==> src/rtl/ycw_pkg.sv <==
`timescale 1ns / 1ps
// ----------------------------------------------------------------------------
// ycw_pkg
// Shared constants and types of the colour wheel pixel generator.
// ----------------------------------------------------------------------------
package ycw_pkg;

	localparam int MAX_DIM    = 4096;
	localparam int DIM_W      = 13;
	localparam int COORD_W    = 12;
	localparam int CFG_IDX_W  = 3;
	localparam int CFG_W      = 16;

	// register indexes of the configuration port
	localparam logic [CFG_IDX_W-1:0] REG_LUMA         = 3'd0;
	localparam logic [CFG_IDX_W-1:0] REG_CHROMA_SCALE = 3'd1;
	localparam logic [CFG_IDX_W-1:0] REG_NORMALIZE    = 3'd2;
	localparam logic [CFG_IDX_W-1:0] REG_ELLIPSE      = 3'd3;
	localparam logic [CFG_IDX_W-1:0] REG_WIDTH        = 3'd4;
	localparam logic [CFG_IDX_W-1:0] REG_HEIGHT       = 3'd5;

	// divider depths
	localparam int CDIV_STEPS = 15;
	localparam int NDIV_STEPS = 8;

	// widths of the datapath
	localparam int SQ_W   = 25;
	localparam int AREA_W = 2 * SQ_W - 1;
	localparam int CM_W   = 22;
	localparam int NUM_W  = 30;

	// colour coefficients in q.8
	localparam logic [17:0] COEF_RV = 18'd74445;
	localparam logic [17:0] COEF_GU = 18'd25754;
	localparam logic [17:0] COEF_GV = 18'd37888;
	localparam logic [17:0] COEF_BU = 18'd132403;

	// cycles from an accepted start to the done strobe
	localparam int LATENCY = 32;
	localparam logic [1:0] SETTLE_CYCLES = 2'd3;

	typedef struct packed {
		logic [SQ_W-1:0]   w_sq;
		logic [SQ_W-1:0]   h_sq;
		logic [AREA_W-1:0] wh_sq;
	} geom_t;

	typedef struct packed {
		logic               valid;
		logic [COORD_W-1:0] row;
	} side_t;

	typedef struct packed {
		logic [7:0] plain_r;
		logic [7:0] plain_g;
		logic [7:0] plain_b;
		logic [2:0] pos;
	} chan_t;

endpackage

==> src/rtl/ycw_ellipse.sv <==
`timescale 1ns / 1ps
// ----------------------------------------------------------------------------
// ycw_ellipse
// Exact inscribed-ellipse test over three register stages:
// du^2 h^2 + dv^2 w^2 <= w^2 h^2.
// ----------------------------------------------------------------------------
module ycw_ellipse import ycw_pkg::*; (
	input  logic               clk,
	input  logic signed [13:0] du,
	input  logic signed [13:0] dv,
	input  geom_t              geom,
	output logic               in_ell
);

	logic signed [27:0] du_sq;
	logic signed [27:0] dv_sq;
	logic [SQ_W-1:0]    du2_s2;
	logic [SQ_W-1:0]    dv2_s2;
	logic [2*SQ_W-1:0]  a_prod;
	logic [2*SQ_W-1:0]  b_prod;
	logic [AREA_W-1:0]  a_s3;
	logic [AREA_W-1:0]  b_s3;

	assign du_sq  = du * du;
	assign dv_sq  = dv * dv;
	assign a_prod = du2_s2 * geom.h_sq;
	assign b_prod = dv2_s2 * geom.w_sq;

	always_ff @(posedge clk) begin
		du2_s2 <= du_sq[SQ_W-1:0];
		dv2_s2 <= dv_sq[SQ_W-1:0];
		a_s3   <= a_prod[AREA_W-1:0];
		b_s3   <= b_prod[AREA_W-1:0];
		in_ell <= ({1'b0, a_s3} + {1'b0, b_s3}) <= {1'b0, geom.wh_sq};
	end

endmodule

==> config.mk <==
export PLATFORM = sky130hd
export DESIGN_NAME = ycw_ellipse
export DESIGN_NICKNAME = d
export VERILOG_FILES = /design/src/rtl/ycw_pkg.sv /design/src/rtl/ycw_ellipse.sv
export SDC_FILE = /design/constraint.sdc
export NUM_CORES = 2
export LEC_CHECK = 0
export BUFFER_PORTS_ARGS = -buffer_cell sky130_fd_sc_hd__buf_2
export CELL_PAD_IN_SITES_DETAIL_PLACEMENT = 0
export CELL_PAD_IN_SITES_GLOBAL_PLACEMENT = 1
export CORE_MARGIN = 10
export CORE_UTILIZATION = 40
export CTS_CLUSTER_SIZE = 8
export DETAILED_ROUTE_END_ITERATION = 10
export PLACE_DENSITY = 0.71
export SLEW_MARGIN = 15
export SYNTH_ARGS = -nofsm -noshare
export SYNTH_HDL_FRONTEND = slang
export SYNTH_SLANG_ARGS = --single-unit
==> constraint.sdc <==
create_clock -name clk -period 19.7 [get_ports clk]
set_clock_uncertainty 0.05 [all_clocks]
set_input_delay 2.955 -clock clk [delete_from_list [all_inputs] [get_ports clk]]
set_output_delay 2.955 -clock clk [all_outputs]
set_load 0.1 [all_outputs]
# Word-level counts from Yosys, hierarchy flattened
# Cells that the tools add are included.
# totals
reg_bits	149
in_bits	128
output_inout_bits	1
# classes
addsub	1
multipliers	4
magnitude_cmp	1
# ops
cell	count
$mul A25 B25 Y49	2
$add A49 B49 Y50	1
$le A50 B49 Y1	1
$mul A14 B14 Y25	2

# Logic depth before layout (Yosys ltp)
# logic_depth
word_depth	2
ltp_mapped	26

# Least setup slack after synthesis
# Ideal clock, no wire load.
# synth_timing
path_kind	input-to-reg
startpoint	input geom[78] in the netlist's numbering
endpoint	register b_s3[47]
t_required_ps	19524
n_path_buf	1
path_stages	26
setup_time_ps	126
path_slack_ps	10156
t_arrival_ps	9368
cell_sequence	clkbuf_1 nand2_1 fa_1 inv_1 fa_1 inv_1 fa_1 inv_1 fa_1 inv_1 fa_1 inv_1 fa_1 inv_1 fa_1 inv_1 ha_1 a21o_2 a21o_1 a2111oi_4 and3b_2 o311ai_2 a21oi_1 o21ai_2 o211ai_1 xor2_1
# synth_via
elab_chain_len	1
# synth_rtl
item	line	source
from (decl)	ycw_ellipse.sv:11	input geom_t geom,
$mul A25 B25 Y49	ycw_ellipse.sv:27	assign b_prod = dv2_s2 * geom.w_sq;
named net b_prod[47]	ycw_ellipse.sv:20	logic [2*SQ_W-1:0] b_prod;
to (signal assigned)	ycw_ellipse.sv:33	b_s3 <= b_prod[AREA_W-1:0];
to (decl)	ycw_ellipse.sv:22	logic [AREA_W-1:0] b_s3;
# The timed path passes the listed nets, and every way through them passes these cells.

# Worst setup path in the final report
# layout_timing
startpoint	input geom[53] in the netlist's numbering
endpoint	register a_s3[47]
# layout_via
elab_chain_len	1
# layout_rtl
item	line	source
$mul A25 B25 Y49	ycw_ellipse.sv:26	assign a_prod = du2_s2 * geom.h_sq;
named net a_prod[47]	ycw_ellipse.sv:19	logic [2*SQ_W-1:0] a_prod;
to (signal assigned)	ycw_ellipse.sv:32	a_s3 <= a_prod[AREA_W-1:0];
to (decl)	ycw_ellipse.sv:21	logic [AREA_W-1:0] a_s3;
# The timed path passes the listed nets, and every way through them passes these cells.

==> flow_summary.toml <==
[synthesis]
synth_seq_cells = 147
synth_edf_count = 0
synth_cell_types = 83
seq_area_frac_synth_pct = 5.026
syn_area_per_cell_sq_um = 9.083
syn_inst = 6447
ys_warn_count = 0
yosysTopAreaCell = "fa_1"
async_flop_share_pct = 0
synth_flop_cell = "dfxtp_1"
yosys-top-cells-area = "fa_1 46%, ha_1 12%, inv_1 10%"
syn-cell-area_sq_mm = 0.05856
netlist.area_leader.share_pct = 45.78

[cells_and_area]
drive_gt1_share_pct = 3.859
multiInputGateArea_sq_mm = 0.04883
area_growth_syn_to_layout_pct = 5.389
seqCellArea_sq_mm = 0.002943
final_cell_mix = "1568 x inv_1, 1339 x fa_1, 761 x and2_1, 700 x nand2_1, 582 x ha_1"
fin_area_sq_mm = 0.06171
fin_nets = 8462
nFillCells = 14416
layout_commonest_cell = "inv_1"

[grt]
grt_pass1_wl_mm = 248.5
grt_max_degree = 26
globalRoute.totalOverflow = 0
grt_pass1_vias = 45977
grt_util_all_layers_pct = 19.11
antenna_found_initial = 4

[detailed_routing]
postRouteAntennaNets = 0
dr.pass1.iters = 5
avgViaCountPerCell = 4.973
wl_per_cell_microns = 17.96
vias = 41509
drt_iter0_markers = 2152
routed_wl_mm = 149.9
drt_drc_violations_left = 0

[clock_network]
clk_path_buf_depth = 2
cts_hold_buf = 0
clk_latency_ps = 500
cts_sinks = 147
cts_tree = "done"
clockRootBuffer = "clkbuf_16"
htreeDepth = 4
path_clk_slew_ps = 70
cts-resized-gates = 0
postCtsSetupRepairBufs = 0
cts_buffers = 17

[setup_path]
cp_max_fo = 24
reg2regPathDepth = 25
worst_setup_path_start_kind = "primary input"
reg2reg_slack_ps = 11580
worst_setup_path_end_kind = "flip-flop"
required_ps = 20070
crit_arrival_ps = 10250
path_class = "in2reg"
r2r-start = "dv2_s2[9]"
r2r-end = "b_s3[47]"

[place]
portBuffers = 128
dp_hpwl_mm = 121.5
dpl_cell_area_sq_mm = 0.06107
gp_congestion = 0.8674

[sta]
rsz0062_at_grt = "false"
max_slew_margin_pct = 15.23
hold_viol_final = 0
finalSetupViolCount = 0
fin_crit_ps = 9873
finalCritPeriodShare_pct = 50.12
max_freq_mhz = 101.3
slew_viol_final = 0
fin_setup_tns_ps = 0
tightest_slew_ps = 1260
timing.hold.ws_ps = 499.8

[floorplanning]
core_area_sq_mm = 0.1456
die_h_microns = 402.6
row_count = 140
io_pins = 129
initial_utilization_pct = 40.23
dieArea_sq_mm = 0.1621
die_w_microns = 402.6

[worst_hold_path]
min_path_cells = 2
min-delay-start = "b_s3[48]"
hp-class = "reg2reg"
hold_path_end = "in_ell"

[run_status]
outcome = "complete, no violations"

[flow_run]
cap_violations = 0
worst max-delay path: stages:
cell and delay, ps:
buf_2 430, nand2_1 160, fa_1 560, inv_1 50, fa_1 470, inv_1 50
fa_1 530, inv_1 50, fa_1 500, inv_1 60, fa_1 520, inv_1 40
fa_1 470, inv_1 50, fa_1 470, inv_1 40, ha_1 350, nand2_1 160
o31ai_1 460, o221ai_1 170, a21oi_1 360, o211ai_1 220, a31oi_1 470, a31oi_1 190
o31ai_1 260, xor2_1 160
sequential cells by signal, summed over array words and instances, names as in the netlist:
name	cells
a_s3	49
b_s3	49
du2_s2	24
dv2_s2	24
in_ell	1
area by class of cell:
cell class | count | share of cell area, %
clock buffers | 20 | 0.7400
diodes | 4 | 0.01622
repair buffers | 177 | 1.634
inverters | 1568 | 9.537
clock inverters | 12 | 0.2899
multi-input cells | 4502 | 79.13
flip-flops and latches | 147 | 4.769
well taps | 1917 | 3.887
stage by stage:
stage | std cells | setup WS, ps | utilization [%]
floorplan | 6467 | 10160 | -
global placement | 8311 | 9349 | 41.95
detailed placement | 8311 | 9341 | 41.95
CTS | 8343 | 9891 | 42.39
global route | 8344 | 9455 | 42.39
finish | 8347 | 9827 | 42.39
how the worst max path moves through the flow:
stage | startpoint | to | slack [ps]
6_report | geom[53] | a_s3[47] | 9830
5_1_grt | geom[53] | a_s3[47] | 9460
4_1_cts | geom[78] | b_s3[47] | 9890
3_5_place_dp | geom[53] | a_s3[47] | 9340
3_3_place_gp | geom[78] | b_s3[47] | 9350
2_1_floorplan | geom[78] | b_s3[47] | 10160
metal layers:
metal,vias to the layer above,track usage [%],share of wire [%]
met2,870,32.82,49
li1,19042,-,-
met4,4,5.228,2.6
met1,21416,25.67,44
met5,-,0,0.018
met3,177,1.800,4.2
Yosys cell counts (4+ instances only):
cell and count:
a211o_1 5, a211oi_1 17, a21boi_0 5, a21o_1 102
a21oi_1 163, a221oi_1 4, a31oi_1 24, and2_1 761
and3_1 16, and4_1 6, clkbuf_1 244, dfxtp_1 147
fa_1 1339, ha_1 582, inv_1 1568, nand2_1 700
nand2b_1 26, nand3_1 35, nand4_1 33, nor2_1 126
nor2b_1 22, nor3_1 32, nor4_1 6, o211ai_1 21
o21a_1 18, o21ai_0 89, o21bai_1 27, o31a_1 6
o31ai_1 12, or2_2 8, or3_1 7, xnor2_1 160
xor2_1 55
cells by family (layout without fill, tap and decap cells):
kind of cell	Yosys count	after routing	synth area share, %
AO/OA/AOI/OAI	547	547	6.169
XOR/XNOR	215	215	3.216
adder cells (fa/ha/maj)	1921	1921	58.21
buffers and inverters	1818	1777	11.71
flip-flops	147	147	5.026
multiplexers	5	5	0.09188
other	2	26	0.01283
AND/OR/NAND/NOR	1792	1792	15.56
Power is not shown: default switching activity piles up to over one toggle a cycle in this logic, so the estimate is an artifact.
