[src/rtl/ycw_pkg.sv]
`timescale 1ns / 1ps
// ----------------------------------------------------------------------------
// ycw_pkg
// Shared constants and types of the colour wheel pixel generator.
// ----------------------------------------------------------------------------
package ycw_pkg;

	localparam int MAX_DIM    = 4096;
	localparam int DIM_W      = 13;
	localparam int COORD_W    = 12;
	localparam int CFG_IDX_W  = 3;
	localparam int CFG_W      = 16;

	// register indexes of the configuration port
	localparam logic [CFG_IDX_W-1:0] REG_LUMA         = 3'd0;
	localparam logic [CFG_IDX_W-1:0] REG_CHROMA_SCALE = 3'd1;
	localparam logic [CFG_IDX_W-1:0] REG_NORMALIZE    = 3'd2;
	localparam logic [CFG_IDX_W-1:0] REG_ELLIPSE      = 3'd3;
	localparam logic [CFG_IDX_W-1:0] REG_WIDTH        = 3'd4;
	localparam logic [CFG_IDX_W-1:0] REG_HEIGHT       = 3'd5;

	// divider depths
	localparam int CDIV_STEPS = 15;
	localparam int NDIV_STEPS = 8;

	// widths of the datapath
	localparam int SQ_W   = 25;
	localparam int AREA_W = 2 * SQ_W - 1;
	localparam int CM_W   = 22;
	localparam int NUM_W  = 30;

	// colour coefficients in q.8
	localparam logic [17:0] COEF_RV = 18'd74445;
	localparam logic [17:0] COEF_GU = 18'd25754;
	localparam logic [17:0] COEF_GV = 18'd37888;
	localparam logic [17:0] COEF_BU = 18'd132403;

	// cycles from an accepted start to the done strobe
	localparam int LATENCY = 32;
	localparam logic [1:0] SETTLE_CYCLES = 2'd3;

	typedef struct packed {
		logic [SQ_W-1:0]   w_sq;
		logic [SQ_W-1:0]   h_sq;
		logic [AREA_W-1:0] wh_sq;
	} geom_t;

	typedef struct packed {
		logic               valid;
		logic [COORD_W-1:0] row;
	} side_t;

	typedef struct packed {
		logic [7:0] plain_r;
		logic [7:0] plain_g;
		logic [7:0] plain_b;
		logic [2:0] pos;
	} chan_t;

endpackage

[src/rtl/ycw_chroma_div.sv]
`timescale 1ns / 1ps
// ----------------------------------------------------------------------------
// ycw_chroma_div
// Pipelined restoring divider, one quotient bit per stage: unscaled chroma
// magnitude round(|s| * 16384 / (n-1)) with the sign carried alongside.
// ----------------------------------------------------------------------------
module ycw_chroma_div import ycw_pkg::*; (
	input  logic               clk,
	input  logic [COORD_W-1:0] mag,
	input  logic [COORD_W-1:0] den_m1,
	input  logic               neg,
	output logic [14:0]        quot,
	output logic               quot_neg
);

	logic [12:0]        rem_s  [CDIV_STEPS];
	logic [14:0]        q_s    [CDIV_STEPS];
	logic [COORD_W-1:0] dm1_s  [CDIV_STEPS];
	logic               neg_s  [CDIV_STEPS];

	logic [12:0]        rem_n  [CDIV_STEPS];
	logic [14:0]        q_n    [CDIV_STEPS];
	logic [COORD_W-1:0] dm1_n  [CDIV_STEPS];
	logic               neg_n  [CDIV_STEPS];

	always_comb begin
		logic [12:0]        r_in;
		logic [14:0]        q_in;
		logic [COORD_W-1:0] d_in;
		logic               n_in;
		logic [14:0]        lo;
		logic [13:0]        trial;
		logic [13:0]        dd;
		for (int k = 0; k < CDIV_STEPS; k++) begin
			if (k == 0) begin
				r_in = {1'b0, mag};
				q_in = '0;
				d_in = den_m1;
				n_in = neg;
			end else begin
				r_in = rem_s[(k == 0) ? 0 : k - 1];
				q_in = q_s[(k == 0) ? 0 : k - 1];
				d_in = dm1_s[(k == 0) ? 0 : k - 1];
				n_in = neg_s[(k == 0) ? 0 : k - 1];
			end
			// low numerator bits are n-1 itself (the rounding half)
			lo    = {3'b000, d_in};
			trial = {r_in, lo[CDIV_STEPS-1-k]};
			dd    = {1'b0, d_in, 1'b0};
			if (trial >= dd) begin
				rem_n[k] = 13'(trial - dd);
				q_n[k]   = {q_in[13:0], 1'b1};
			end else begin
				rem_n[k] = trial[12:0];
				q_n[k]   = {q_in[13:0], 1'b0};
			end
			dm1_n[k] = d_in;
			neg_n[k] = n_in;
		end
	end

	always_ff @(posedge clk) begin
		for (int k = 0; k < CDIV_STEPS; k++) begin
			rem_s[k] <= rem_n[k];
			q_s[k]   <= q_n[k];
			dm1_s[k] <= dm1_n[k];
			neg_s[k] <= neg_n[k];
		end
	end

	assign quot     = q_s[CDIV_STEPS-1];
	assign quot_neg = neg_s[CDIV_STEPS-1];

endmodule

[config.mk]
export PLATFORM = sky130hd
export DESIGN_NAME = ycw_chroma_div
export DESIGN_NICKNAME = d
export VERILOG_FILES = /design/src/rtl/ycw_pkg.sv /design/src/rtl/ycw_chroma_div.sv
export SDC_FILE = /design/constraint.sdc
export NUM_CORES = 1
export LEC_CHECK = 0
export ABC_CLOCK_PERIOD_IN_PS = 3800
export BUFFER_PORTS_ARGS = -buffer_cell sky130_fd_sc_hd__buf_2
export CAP_MARGIN = 20
export CORE_MARGIN = 10
export CORE_UTILIZATION = 60
export CTS_BUF_LIST = sky130_fd_sc_hd__clkbuf_2
export DETAILED_ROUTE_END_ITERATION = 10
export GPL_ROUTABILITY_DRIVEN = 0
export MAX_ROUTING_LAYER = met4
export PLACE_DENSITY = 0.79
export REMOVE_ABC_BUFFERS = 1
export SLEW_MARGIN = 20
export SYNTH_ARGS = -nofsm -noshare
export SYNTH_HDL_FRONTEND = slang
export SYNTH_SLANG_ARGS = --single-unit
[constraint.sdc]
create_clock -name clk -period 3.8 [get_ports clk]
set_input_delay 0.19 -clock clk [delete_from_list [all_inputs] [get_ports clk]]
set_output_delay 0.19 -clock clk [all_outputs]
set_load 0.02 [all_outputs]
# --- Yosys cells after proc, flatten, opt, wreduce, memory -nomap -nowiden ---
# Memory sizes are Yosys's and may differ from the RTL's.
# Cells that the tools add are included.
# W data, S select, Z words.
op_classes:
  add_sub_neg: 15
  mul: 0
  div: 0
  magnitude_cmp: 15
  eq_ne: 0
  n_shift: 0
  mux: 30
  bitwise_logic: 0
  reduce_logical: 0
op_table:
  columns: ["operator", "n"]
  rows:
  - ["$ge A14 B13 Y1", 14]
  - ["$mux W13", 15]
  - ["$sub A13 B13 Y13", 15]
  - ["$mux W1", 15]
  - ["$ge A13 B13 Y1", 1]
word_totals:
  regBits: 0
  latchBits: 0
  mem_bits_rw: 615
  romBits: 0
  input_bits: 26
  out_inout_bits: 16
  elab_cells: 64
  memories: 4
memory_table:
  columns: ["memory", "words", "word_bits", "rd", "rd_clocked_by_memory_dff", "write_ports", "line_no", "rtl"]
  rows:
  - ["q_s", 15, 15, 15, 0, 15, "ycw_chroma_div.sv:17", "logic [14:0] q_s [CDIV_STEPS];"]
  - ["rem_s", 15, 13, 14, 0, 15, "ycw_chroma_div.sv:16", "logic [12:0] rem_s [CDIV_STEPS];"]
  - ["dm1_s", 15, 12, 14, 0, 15, "ycw_chroma_div.sv:18", "logic [COORD_W-1:0] dm1_s [CDIV_STEPS];"]
  - ["neg_s", 15, 1, 15, 0, 15, "ycw_chroma_div.sv:19", "logic neg_s [CDIV_STEPS];"]

# --- Logic depth before layout (Yosys ltp) ---
# An unclocked memory read counts as a cell.
logic_depth:
  depth_word: 3
  depth_mapped: 11
  mapped_depth_nobuf: 10

# --- Least setup slack after synthesis ---
# No wires, ideal clock.
synth_timing:
  path_type: "register to register"
  startpoint: "memory dm1_s[7][1], in the netlist dm1_s[0][85]"
  endpoint: "memory rem_s[8][11], in the netlist rem_s[1][11]"
  setup_time_ps: 121
  arrival_time_ps: 2518
  required_ps: 3679
  setup_slack_ps: 1161
  stages_incl_launch_ff: 11
  n_path_buf: 1
  period_less_slack_ps: 2639
  cell_sequence: "dfxtp_1 -> inv_1 -> ha_1 -> nor2b_4 -> o31a_1 -> o21ai_2 -> a31oi_1 -> or3_4 -> a311oi_4 -> buf_8 -> mux2_4"
synth_lines:
  columns: ["element", "line_no"]
  rows:
  - ["start: declaration", "ycw_chroma_div.sv:18"]
  - ["end: declaration", "ycw_chroma_div.sv:16"]

==> impl_metrics.toml <==
[grt]
track_usage_pct = 20.0
grt_max_degree = 21
grt_overflow = 0
grt_pass1_vias = 14100
grt_pass1_wl_mm = 64.3
antenna_found_initial = 1

[floorplan]
die-area_mm2 = 0.0400
die_y_um = 200
start_util_pct = 61.1
core_mm2 = 0.0318
pin_count = 42
chipWidth_um = 200
row_count = 65

[detailed_routing]
ant_nets = 0
drtIter0Drc = 580
num_vias = 13800
finalWirelength_mm = 38.2
drt_pass1_iterations = 5
drc = 0
via_per_inst = 5.33
wl_per_cell_um = 14.8

[yosys]
avgSynthCellArea_um2 = 10.4
synthArstFlopShare_pct = 0
ys_ff_latch = 471
synth_edf_count = 0
synth_top_area_share_pct = 48.5
yosys.area.top_type = "dfxtp_1"
ys_top_cells_by_count = "dfxtp_1 (471), inv_1 (211), ha_1 (178)"
synth.distinct_cells = 69
synth_most_common_cell = "dfxtp_1"
yosys_warnings = 0
synth_area_mm2 = 0.0194
ys.flop_type = "dfxtp_1"
synthCells = 1863
ys_seq_area_share_pct = 48.5
ys_top_cells_by_area = "dfxtp_1 (49%), ha_1 (11%), mux2_2 (5.7%)"

[min_path]
holdPathStages = 4
worstHoldStart = "den_m1[1]"
hold_class = "input pin to register"
holdPathEnd = "rem_s[0][2]"

[worst_setup_path]
slowest_delay_ns = 0.57
cp.arrival_ns = 4.11
cp_slowest_cell = "dlygate4sd3_1"
cp-start-kind = "input pin"
reg2reg_slack_ns = 0.77
critPathTopFamily = "buffers and inverters"
end_kind = "register"
worst-setup-path-type = "input pin to register"
rr_worst_depth = 9
path_cells = "dlygate4sd3_1 > buf_2 > inv_1 > ha_1 > nor2b_1 > o21ai_0 > nand2b_1 > o21a_1 > o41ai_2 > buf_4 > nand2_1 > dlygate4sd3_1 > o21ai_0 > dlygate4sd3_1"
required_ns = 4.72
cp_max_fo = 20
worstReg2RegStart = "dm1_s[0][13]"
r2r_end = "rem_s[0][34]"
crit_top_cell = "dlygate4sd3_1"
worst-path-buf-inv = 6

[power_and_ir_drop]
total_power_w = 0.0190
ir_worst_vdd_v = 0.000359
p_per_area_mw_per_mm2 = 875
leakage_nw = 10.2

[cts]
cts_resized = 0
numCtsBuffers = 110
htree_levels = 3
cts_tree = "built"
root_buffer = "clkbuf_2"
post-cts-setup-buffer-count = 0
cts.sinks = 471
clk_pin_slew_worst_paths_ns = 0.10
clock_latency_ns = 0.99
clockBufferDepth = 3
hold_buffers = 67

[timing]
setup_viol = 0
tns_ns = 0
final_hold_viol_count = 0
fmax_ghz = 0.314
fin_skew_ns = 0.0656
worstMarginPinSlew_ns = 0.757
period_share_pct = 83.9
relSlewSlack_pct = 49.5
fin_hold_ws_ns = 0.158
slew_viol_final = 0
finalCriticalPeriod_ns = 3.19
grt_setup_unrepaired = "no"

[finish]
drive_gt1_share_pct = 16.3
finalNetCount = 2290
syn2layout_area_growth_pct = 12.0

[placement]
dp_hpwl_mm = 27.1
io_buffers = 41

[flow_run]
maxCapViolations = 0

[run_status]
status = "finished clean"
## state kept, by name (all words and copies together), names as in the netlist
| name | cells |
|---|---|
| dm1_s | 162 |
| neg_s | 15 |
| q_s | 120 |
| rem_s | 174 |
## worst register-to-register path, cell delays in order, from the launching register on
cell and delay (ns):
dfxtp_1 0.38, inv_1 0.06, ha_1 0.30, nor2b_1 0.15, o31a_1 0.27, or3_1 0.36
a21oi_2 0.20, o21ai_1 0.11, a41oi_2 0.66, mux2_2 0.41
## how the worst max path moves through the flow
| stage | cells past startpoint | end | startpoint | slack (ns) |
|---|---|---|---|---|
| 6_report | 14 | rem_s[0][3] | den_m1[2] | 0.61 |
| 2_1_floorplan | 9 | rem_s[1][12] | dm1_s[0][85] | 0.94 |
| 3_5_place_dp | 9 | rem_s[0][38] | dm1_s[0][13] | 0.83 |
| 3_3_place_gp | 9 | rem_s[0][30] | dm1_s[0][13] | 0.90 |
| 4_1_cts | 9 | rem_s[0][34] | dm1_s[0][13] | 0.76 |
| 5_1_grt | 14 | rem_s[0][3] | den_m1[2] | 0.49 |
## cells by family after synthesis
| logic type | synth area share [%] |
|---|---|
| xor+xnor | 4.73 |
| flops | 48.5 |
| simple gates | 8.72 |
| mux | 7.65 |
| buf+inv | 4.58 |
| compound gates | 12.9 |
| fa+ha+maj | 12.9 |
## per-layer routing
layer / global-route usage, % / routed length (um) / up-vias
met4: 7.49 / 656 / 0
met1: 22.2 / 16200 / 6457
met2: 34.9 / 19500 / 335
met5: - / 0 / -
li1: - / - / 6918
met3: 4.20 / 1810 / 62
## final cells by class
cell class,instances,area [um^2]
multi-input combinational,1162,9130
timing repair buffer,116,936
clock inverter,36,184
inverter,211,792
fill,2351,10000
antenna,1,2.50
clock buffer,152,761
sequential,471,9430
tap,435,544
## through the flow
stage,setup WS (ns),util [%],cells,area [um^2]
CTS,0.762,68.4,2583,21800
floorplan,0.941,-,1844,19300
finish,0.611,68.5,2584,21800
detailed placement,0.827,63.4,2328,20100
global placement,0.901,63.4,2328,20100
global route,0.487,68.5,2584,21800
## report_power, final
| part | switching (W) | internal (W) | total [W] |
|---|---|---|---|
| registers | 0.000716 | 0.00654 | 0.00725 |
| clock network | 0.00188 | 0.00115 | 0.00303 |
| logic | 0.00439 | 0.00437 | 0.00876 |
| total | 0.00699 | 0.0121 | 0.0190 |
## layout by cell type (no fill, tap or decap), types with 14 or more instances in the layout
cell type      count
dfxtp_1          471
clkbuf_2         152
a21o_1            29
nand3_1           24
o21a_1            34
mux2i_1           27
mux2_2            99
nor2_1           115
nor2b_1           34
o31a_1            20
nand2_1           55
a31oi_1           16
xor2_1            46
xnor2_1           59
inv_1            211
dlygate4sd3_1     67
clkinv_1          23
a21oi_1          115
nand2b_1          19
fa_1              14
o21ai_0           97
ha_1             178
buf_2             41
nor3_1            24
Note: power is estimated with default switching activity, not from simulation.
