$ cat src/rtl/ycw_pkg.sv
`timescale 1ns / 1ps
// ----------------------------------------------------------------------------
// ycw_pkg
// Shared constants and types of the colour wheel pixel generator.
// ----------------------------------------------------------------------------
package ycw_pkg;

	localparam int MAX_DIM    = 4096;
	localparam int DIM_W      = 13;
	localparam int COORD_W    = 12;
	localparam int CFG_IDX_W  = 3;
	localparam int CFG_W      = 16;

	// register indexes of the configuration port
	localparam logic [CFG_IDX_W-1:0] REG_LUMA         = 3'd0;
	localparam logic [CFG_IDX_W-1:0] REG_CHROMA_SCALE = 3'd1;
	localparam logic [CFG_IDX_W-1:0] REG_NORMALIZE    = 3'd2;
	localparam logic [CFG_IDX_W-1:0] REG_ELLIPSE      = 3'd3;
	localparam logic [CFG_IDX_W-1:0] REG_WIDTH        = 3'd4;
	localparam logic [CFG_IDX_W-1:0] REG_HEIGHT       = 3'd5;

	// divider depths
	localparam int CDIV_STEPS = 15;
	localparam int NDIV_STEPS = 8;

	// widths of the datapath
	localparam int SQ_W   = 25;
	localparam int AREA_W = 2 * SQ_W - 1;
	localparam int CM_W   = 22;
	localparam int NUM_W  = 30;

	// colour coefficients in q.8
	localparam logic [17:0] COEF_RV = 18'd74445;
	localparam logic [17:0] COEF_GU = 18'd25754;
	localparam logic [17:0] COEF_GV = 18'd37888;
	localparam logic [17:0] COEF_BU = 18'd132403;

	// cycles from an accepted start to the done strobe
	localparam int LATENCY = 32;
	localparam logic [1:0] SETTLE_CYCLES = 2'd3;

	typedef struct packed {
		logic [SQ_W-1:0]   w_sq;
		logic [SQ_W-1:0]   h_sq;
		logic [AREA_W-1:0] wh_sq;
	} geom_t;

	typedef struct packed {
		logic               valid;
		logic [COORD_W-1:0] row;
	} side_t;

	typedef struct packed {
		logic [7:0] plain_r;
		logic [7:0] plain_g;
		logic [7:0] plain_b;
		logic [2:0] pos;
	} chan_t;

endpackage

$ cat src/rtl/ycw_norm_div.sv
`timescale 1ns / 1ps
// ----------------------------------------------------------------------------
// ycw_norm_div
// Pipelined restoring divider for normalisation: floor(num / den) where the
// quotient is known to fit in eight bits.
// ----------------------------------------------------------------------------
module ycw_norm_div import ycw_pkg::*; (
	input  logic             clk,
	input  logic [NUM_W-1:0] num,
	input  logic [CM_W-1:0]  den,
	output logic [7:0]       quot
);

	logic [CM_W-1:0] rem_s [NDIV_STEPS];
	logic [7:0]      lo_s  [NDIV_STEPS];
	logic [CM_W-1:0] den_s [NDIV_STEPS];
	logic [7:0]      q_s   [NDIV_STEPS];

	logic [CM_W-1:0] rem_n [NDIV_STEPS];
	logic [7:0]      lo_n  [NDIV_STEPS];
	logic [CM_W-1:0] den_n [NDIV_STEPS];
	logic [7:0]      q_n   [NDIV_STEPS];

	always_comb begin
		logic [CM_W-1:0] r_in;
		logic [7:0]      l_in;
		logic [CM_W-1:0] d_in;
		logic [7:0]      q_in;
		logic [CM_W:0]   trial;
		for (int k = 0; k < NDIV_STEPS; k++) begin
			if (k == 0) begin
				r_in = num[NUM_W-1:8];
				l_in = num[7:0];
				d_in = den;
				q_in = '0;
			end else begin
				r_in = rem_s[(k == 0) ? 0 : k - 1];
				l_in = lo_s[(k == 0) ? 0 : k - 1];
				d_in = den_s[(k == 0) ? 0 : k - 1];
				q_in = q_s[(k == 0) ? 0 : k - 1];
			end
			trial = {r_in, l_in[NDIV_STEPS-1-k]};
			if (trial >= {1'b0, d_in}) begin
				rem_n[k] = CM_W'(trial - {1'b0, d_in});
				q_n[k]   = {q_in[6:0], 1'b1};
			end else begin
				rem_n[k] = trial[CM_W-1:0];
				q_n[k]   = {q_in[6:0], 1'b0};
			end
			lo_n[k]  = l_in;
			den_n[k] = d_in;
		end
	end

	always_ff @(posedge clk) begin
		for (int k = 0; k < NDIV_STEPS; k++) begin
			rem_s[k] <= rem_n[k];
			lo_s[k]  <= lo_n[k];
			den_s[k] <= den_n[k];
			q_s[k]   <= q_n[k];
		end
	end

	assign quot = q_s[NDIV_STEPS-1];

endmodule

$ cat config.mk
export PLATFORM = sky130hd
export DESIGN_NAME = ycw_norm_div
export DESIGN_NICKNAME = d
export VERILOG_FILES = /design/src/rtl/ycw_pkg.sv /design/src/rtl/ycw_norm_div.sv
export SDC_FILE = /design/constraint.sdc
export NUM_CORES = 1
export LEC_CHECK = 0
export ABC_AREA = 1
export BUFFER_PORTS_ARGS = -buffer_cell sky130_fd_sc_hd__buf_2
export CAP_MARGIN = 20
export CORE_AREA = 5 5 221 223
export CTS_CLUSTER_SIZE = 10
export DETAILED_ROUTE_END_ITERATION = 10
export DIE_AREA = 0 0 226 228
export MAX_ROUTING_LAYER = met4
export PLACE_DENSITY = 0.76
export SYNTH_ARGS = -nofsm -noshare
export SYNTH_HDL_FRONTEND = slang
export SYNTH_SLANG_ARGS = --single-unit
$ cat constraint.sdc
create_clock -name clk -period 5.45 [get_ports clk]
set_input_delay 0.2725 -clock clk [delete_from_list [all_inputs] [get_ports clk]]
set_output_delay 0.2725 -clock clk [all_outputs]
set_load 0.01 [all_outputs]
## Yosys cells after proc, flatten, opt, wreduce, memory -nomap -nowiden

Memory sizes are Yosys's and may differ from the RTL's.
Cells that the tools add are included.

| cells by class | value |
|---|---|
| add/subtract/negate cells | 8 |
| magnitude comparators | 8 |
| multiplexer cells | 16 |

Operator list:

| kind | number |
|---|---|
| $ge A23 B22 Y1 | 8 |
| $mux W22 | 8 |
| $sub A22 B22 Y22 | 8 |
| $mux W1 | 8 |

| storage, ports and cells | value |
|---|---|
| bits in registers | 0 |
| RAM bits | 480 |
| input port bits | 53 |
| output and inout bits | 8 |
| logic and storage cells | 36 |
| memories | 4 |

Memories:

| name | depth | width | rd ports | clocked after memory_dff | wr ports | RTL line | RTL |
|---|---|---|---|---|---|---|---|
| den_s | 8 | 22 | 7 | 0 | 8 | ycw_norm_div.sv:16 | `logic [CM_W-1:0] den_s [NDIV_STEPS];` |
| rem_s | 8 | 22 | 7 | 0 | 8 | ycw_norm_div.sv:14 | `logic [CM_W-1:0] rem_s [NDIV_STEPS];` |
| lo_s | 8 | 8 | 7 | 0 | 8 | ycw_norm_div.sv:15 | `logic [7:0] lo_s [NDIV_STEPS];` |
| q_s | 8 | 8 | 8 | 0 | 8 | ycw_norm_div.sv:17 | `logic [7:0] q_s [NDIV_STEPS];` |

## Depth between registers and ports, before layout

Gate-level depths: netlist (run 1).
An unclocked memory read counts as a cell.

| depth | value |
|---|---|
| word-level depth | 3 |
| mapped depth | 15 |

## Least setup slack after synthesis (run 1)

No wires, ideal clock.

| timing path | value |
|---|---|
| path kind | register to register |
| start | memory lo_s[2][4] |
| end | memory rem_s[3][16] |
| arrival time | 1.651 ns |
| data required time | 5.336 ns |
| slack | 3.685 ns |
| stages on the path, launching flop included | 13 |
| path buffers | 0 |
| path through | dfxtp_1 > inv_1 > ha_1 > inv_1 > fa_1 > nand3_1 > nand3_1 > nand2_1 > nand3_1 > nand2_1 > nand3b_1 > nand3_2 > nand2_1 |

RTL lines:

| what | RTL line |
|---|---|
| from (decl) | ycw_norm_div.sv:15 |
| to (decl) | ycw_norm_div.sv:14 |

==> results of run 1 <==
## worst paths after layout
kind,from,to,slack [ns],cells after the start
worst max-delay path,den_s[5][5],rem_s[6][18],2.88,10
worst min-delay path,q_s[1][1],q_s[1][10],0.32,0
worst max register to register,den_s[5][5],rem_s[6][18],2.88,10
worst min register to register,q_s[1][1],q_s[1][10],0.32,0
## through the flow
step            util  hold WS, ns  instance area (µm²)  total power [µW]
4_1_cts        0.540        0.283                25000             13900
5_1_grt        0.540        0.308                25000             15000
3_3_place_gp   0.502        0.310                23300             11100
6_report       0.540        0.323                25000             13800
3_5_place_dp   0.502        0.312                23300             11200
2_1_floorplan      -        0.300                22600              9560
## registers in the layout, indices dropped and copies added (netlist names)
signal	flops
lo_s	28
rem_s	154
den_s	154
q_s	36
## power groups by stage
stage               clock network (µW)  logic [µW]  registers (µW)
floorplan                            0        5750            3800
global placement                     0        7180            3950
detailed placement                   0        7230            3960
CTS                               2660        7300            3900
global route                      2770        8300            3970
finish                            2590        7330            3900
## synth_stat cells (7+ instances only)
cell      instances
nor3_1           23
inv_1           697
nor2_4           10
dfxtp_1         372
ha_1            176
inv_2             8
fa_1              7
nand4_1          31
a21oi_1          90
o21bai_1         15
nand2_2          59
o21ai_2          35
nand2_1        1144
nand3b_1         38
nor2_1          190
buf_6            19
buf_2             7
nor2_2           16
o21ai_1          28
nand3_1         270
xor2_1           61
and2_1            8
nand3_2          34
## final cells by class
type                            count  area share
Clock buffer                       57      0.0479
Clock inverter                      2     0.00100
Inverter                          705       0.106
Sequential cell                   372       0.298
Timing Repair Buffer              113      0.0330
Multi-Input combinational cell   2267       0.484
Tap cell                          607      0.0303
## per-layer routing
metal | share of wire | vias to the layer above
met5 | 0 | -
met4 | 0.093 | 0
met3 | 0.031 | 280
met2 | 0.52 | 516
met1 | 0.35 | 8939
li1 | - | 10600
## logic make-up after synthesis
kind of cell	Yosys count
buffers and inverters	739
adders and majority gates	183
and+or+nand+nor	1836
xor gates and xnor gates	63
AOI/OAI and AO/OA	185
DFF	372
## timing repair
action,in CTS,in global routing
hold buffers,51,0
endpoints found under the hold margin,51,0
gates resized for setup,0,0
==> impl_metrics.yaml, run 1 <==
yosys:
  synth_top_family_by_area: "simple AND/OR/NAND/NOR gates"
  yosysWarnings: 0
  synth_nets: 3614
  synth_edf_count: 0
  synth_xor_area_frac: 0.0244
  synth_seq_cells: 372
  yosys.area_share.simple: 0.359
  syn_area_per_cell_um2: 6.69
  synth-async-reset-ratio: 0
  yosys.area_share.adder: 0.104
  yosys.area.top_type: "dfxtp_1"
  ys_types: 38
  syn_area_um2: 22600
  yosys-mux-area-fraction: 0
  netlist.area_leader.share: 0.330
  synth-seq-area-share: 0.330
  synth_compound_area_frac: 0.0499
  synthFlopType: "dfxtp_1"
  yosys-top-cells-area: "dfxtp_1, nand2_1, inv_1"
  synthCells: 3378
placed_design:
  portBuffers: 60
  dpl_worst_slack_ns: 2.91
  dp.cells: 4013
  dp_hpwl_um: 52000
  place.gp.congestion: 0.989
timing:
  rsz0062_at_grt: "no"
  worst_slew_pin_slew_ns: 0.997
  max_freq_mhz: 389
  skew_ns: 0.0123
  finalSetupViolCount: 0
  drv_slew: 0
  setup_ws_ns: 2.88
  hold_viol_final: 0
  tns_ns: 0
  finalCritPeriodShare: 0.472
  maxSlewHeadroom: 0.332
  min_period_ns: 2.57
grt:
  grt_use_met2: 0.467
  antenna_found_initial: 0
  use_met1: 0.227
  grt_max_degree: 37
  overflow: 0
  grt_pass1_wl_um: 99900
  use_met3: 0.0286
  first_global_vias: 20600
  grt_usage: 0.249
  busiest_layer: "met2"
detailed_routing:
  detail-route-antenna-nets: 0
  drt_wl_total_um: 62700
  viasPerCell: 4.93
  wl_per_cell_um: 15.2
  first_iter_violations: 1011
  firstDrtPassIters: 7
  post-route-drc-count: 0
  vias: 20300
cells_and_area:
  area_delta_synth_final_pct: 10.8
  layout.nets: 3739
  drive_gt1_frac: 0.0825
  register_area_um2: 7450
  multiInputGateArea_um2: 12100
  nFillCells: 4589
  finalNonFillerCells: 4123
  diodes: 0
  final_common_cell: "nand2_1"
  final_cell_mix: "nand2_1, inv_1, dfxtp_1, nand3_1, nor2_1"
worst_hold_path:
  holdCritPathClass: "reg -> reg"
power:
  p_int_uw: 7550
  p_sw_uw: 6270
  irDropWorstVdd_mv: 0.259
  power_leakage_uw: 0.0141
  powerDensity_nw_per_um2: 552
  swShare: 0.454
  pwr-share-seq: 0.282
  combPwrFrac: 0.530
  p_clk_frac: 0.187
die:
  core-area_um2: 46400
  die_h_um: 228
  ioPinCount: 61
  fp.dieW_um: 226
  die-area_um2: 51500
  num_rows: 79
  start_util: 0.487
cts:
  clkTransAtPathRegs_ns: 0.05
  htree_num_levels: 2
  cts_root_buffer: "clkbuf_16"
  clock_latency_ns: 0.57
  clock_path_buffers: 3
  cts_tree: "yes"
  cts_setup_buffers: 0
  cts_sinks: 372
  cts-buffers-inserted: 44
critical_path:
  critPathTopFamily: "simple AND/OR/NAND/NOR gates"
  path_cells: "inv_1 -> ha_1 -> nand2_1 -> inv_1 -> a21oi_1 -> nand2_2 -> nand2_1 -> nand4_2 -> nand3_1 -> nand2_1"
  path_buf_inv: 2
  cp_slowest_cell: "nand4_2"
  end_kind: "register"
  worstPathArrival_ns: 3.02
  worstPathRequired_ns: 5.90
  crit_fanout: 32
  crit_top_cell: "nand2_1"
  crit_type: "reg -> reg"
  start_kind: "register"
  critPathMaxStageDelay_ns: 0.70
job:
  max-cap-violations: 0
status:
  outcome: "finished clean"
Power figures use the tool's default switching activity.
==> inputs of run 2 (changes only) <==
- PLACE_DENSITY: 0.76 -> 0.78
- clock period: 5.45 -> 2.2 ns (I/O delays scaled with it)
==> run 2 against run 1 <==
Against the previous run: total power rose to 2.6 times the previous value; clock-buffer cell count is 1 lower; critical path depth increased by 1; critical path type unchanged; largest cell class unchanged.
==> impl_metrics.yaml, run 2 (same netlist as run 1, synthesis figures left out) <==
die:
  die_h_um: 228
  die-area_um2: 51500
  ioPinCount: 61
  fp.dieW_um: 226
  core-area_um2: 46400
  num_rows: 79
  start_util: 0.487
critical_path:
  worstPathRequired_ns: 2.67
  end_kind: "register"
  start_kind: "register"
  crit_type: "reg -> reg"
  worstPathArrival_ns: 2.60
  crit_fanout: 7
grt:
  overflow: 0
  grt_max_degree: 29
  antenna_found_initial: 0
  grt_pass1_wl_um: 100000
  first_global_vias: 21100
  grt_usage: 0.247
detailed_routing:
  post-route-drc-count: 0
  firstDrtPassIters: 5
  drt_wl_total_um: 62900
  viasPerCell: 4.88
  first_iter_violations: 1042
  vias: 20900
  detail-route-antenna-nets: 0
  wl_per_cell_um: 14.7
power:
  total_power_uw: 36400
  power_leakage_uw: 0.0150
  pwr-share-seq: 0.265
  combPwrFrac: 0.558
  p_sw_uw: 16100
  powerDensity_nw_per_um2: 1370
  swShare: 0.443
  irDropWorstVdd_mv: 1.36
  p_clk_frac: 0.177
  p_int_uw: 20300
timing:
  maxSlewHeadroom: 0.620
  finalCritPeriodShare: 0.969
  skew_ns: 0.0256
  max_freq_mhz: 469
  rsz0062_at_grt: "yes"
  worst_slew_pin_slew_ns: 0.570
  min_period_ns: 2.13
  hold_viol_final: 0
  finalSetupViolCount: 0
  drv_slew: 0
cts:
  cts_tree: "yes"
  clock_latency_ns: 0.59
  clock_path_buffers: 3
  cts_root_buffer: "clkbuf_16"
  cts_sinks: 372
  cts-buffers-inserted: 44
  clkTransAtPathRegs_ns: 0.06
  htree_num_levels: 2
cells_and_area:
  nFillCells: 4418
  drive_gt1_frac: 0.136
  top_regs: "den_s: 154 flops, rem_s: 154 flops, q_s: 36 flops"
  area_delta_synth_final_pct: 17.8
  diodes: 0
  finish.utilization: 0.574
  final_cell_mix: "nand2_1, inv_1, dfxtp_1, nand3_1, nor2_1"
  final_common_cell: "nand2_1"
  layout.nets: 3903
placed_design:
  portBuffers: 60
  place.gp.congestion: 1.03
  dp_hpwl_um: 51800
worst_hold_path:
  holdCritPathClass: "in -> reg"
status:
  outcome: "finished clean"
job:
  max-cap-violations: 0
## run 2: changes by cell type in the layout (fill, tap and decap cells not counted), sizes merged
cell and delta:
buf +161, clkbuf +1, clkinv +1, inv +1
nand2 +1
## run 2: area by class of cell
type                       count  area [µm²]  share of cell area
timing repair buffer         276        2200              0.0827
tap                          607         759              0.0285
clock inverter                 4        50.0             0.00188
inverter                     705        2650              0.0994
clock buffer                  56        1180              0.0442
multi-input combinational   2268       12300               0.464
sequential                   372        7450               0.280
## run 2: per-layer routing
metal / vias up / track usage / part of all wire / wire length [µm]
met5: - / - / 0 / 0
met4: 0 / 0.176 / 0.091 / 5730
met3: 277 / 0.0317 / 0.031 / 1940
met2: 483 / 0.457 / 0.52 / 32600
met1: 9274 / 0.232 / 0.36 / 22600
li1: 10900 / - / - / -
## run 2: per-stage QoR
| stage | std cells | setup TNS (ns) | worst slack [ns] | hold slack (ns) | cell area (µm²) |
|---|---|---|---|---|---|
| 2_1_floorplan | 3378 | 0 | 0.435 | 0.138 | 22600 |
| 3_3_place_gp | 4171 | -2.95 | -0.289 | 0.213 | 24600 |
| 3_5_place_dp | 4172 | 0 | 0.0105 | 0.215 | 24600 |
| 4_1_cts | 4283 | 0 | 0.00157 | 0.0993 | 26300 |
| 5_1_grt | 4288 | -0.0910 | -0.0204 | 0.117 | 26600 |
| 6_report | 4288 | 0 | 0.0692 | 0.105 | 26600 |
## run 2: critical path, stage by stage, from the launching register on
cell and delay (ns):
dfxtp_1 0.36, inv_1 0.06, ha_1 0.35, nand2_1 0.13
inv_1 0.06, a21oi_1 0.17, nand2_2 0.14, nand2_2 0.10
nand4_4 0.24, buf_4 0.25, nand3_2 0.09, nand2_1 0.06
## run 2: what timing repair did
action,4_1_cts,5_1_grt
endpoints found under the hold margin,51,0
pin swaps,0,5
setup buffers,0,2
resized for setup,2,58
endpoints found under the setup margin,12,114
hold buffers,51,0
cloned,0,3
## run 2: final timing paths
| path | startpoint | end | slack [ns] | cells after the start |
|---|---|---|---|---|
| hold / removal | num[29] | rem_s[0][9] | 0.11 | 6 |
| hold reg to reg | q_s[1][20] | q_s[1][29] | 0.32 | 0 |
| setup reg to reg | den_s[3][6] | rem_s[4][20] | 0.07 | 11 |
| setup / recovery | den_s[3][6] | rem_s[4][20] | 0.07 | 11 |
## run 2: power groups by stage
stage	logic, µW	clock network [µW]	registers [µW]
after floorplan	14300	0	9420
after global placement	19300	0	9750
after global routing	22800	6900	9840
final	20300	6440	9660
after CTS	19800	6590	9640
after detailed placement	19600	0	9780
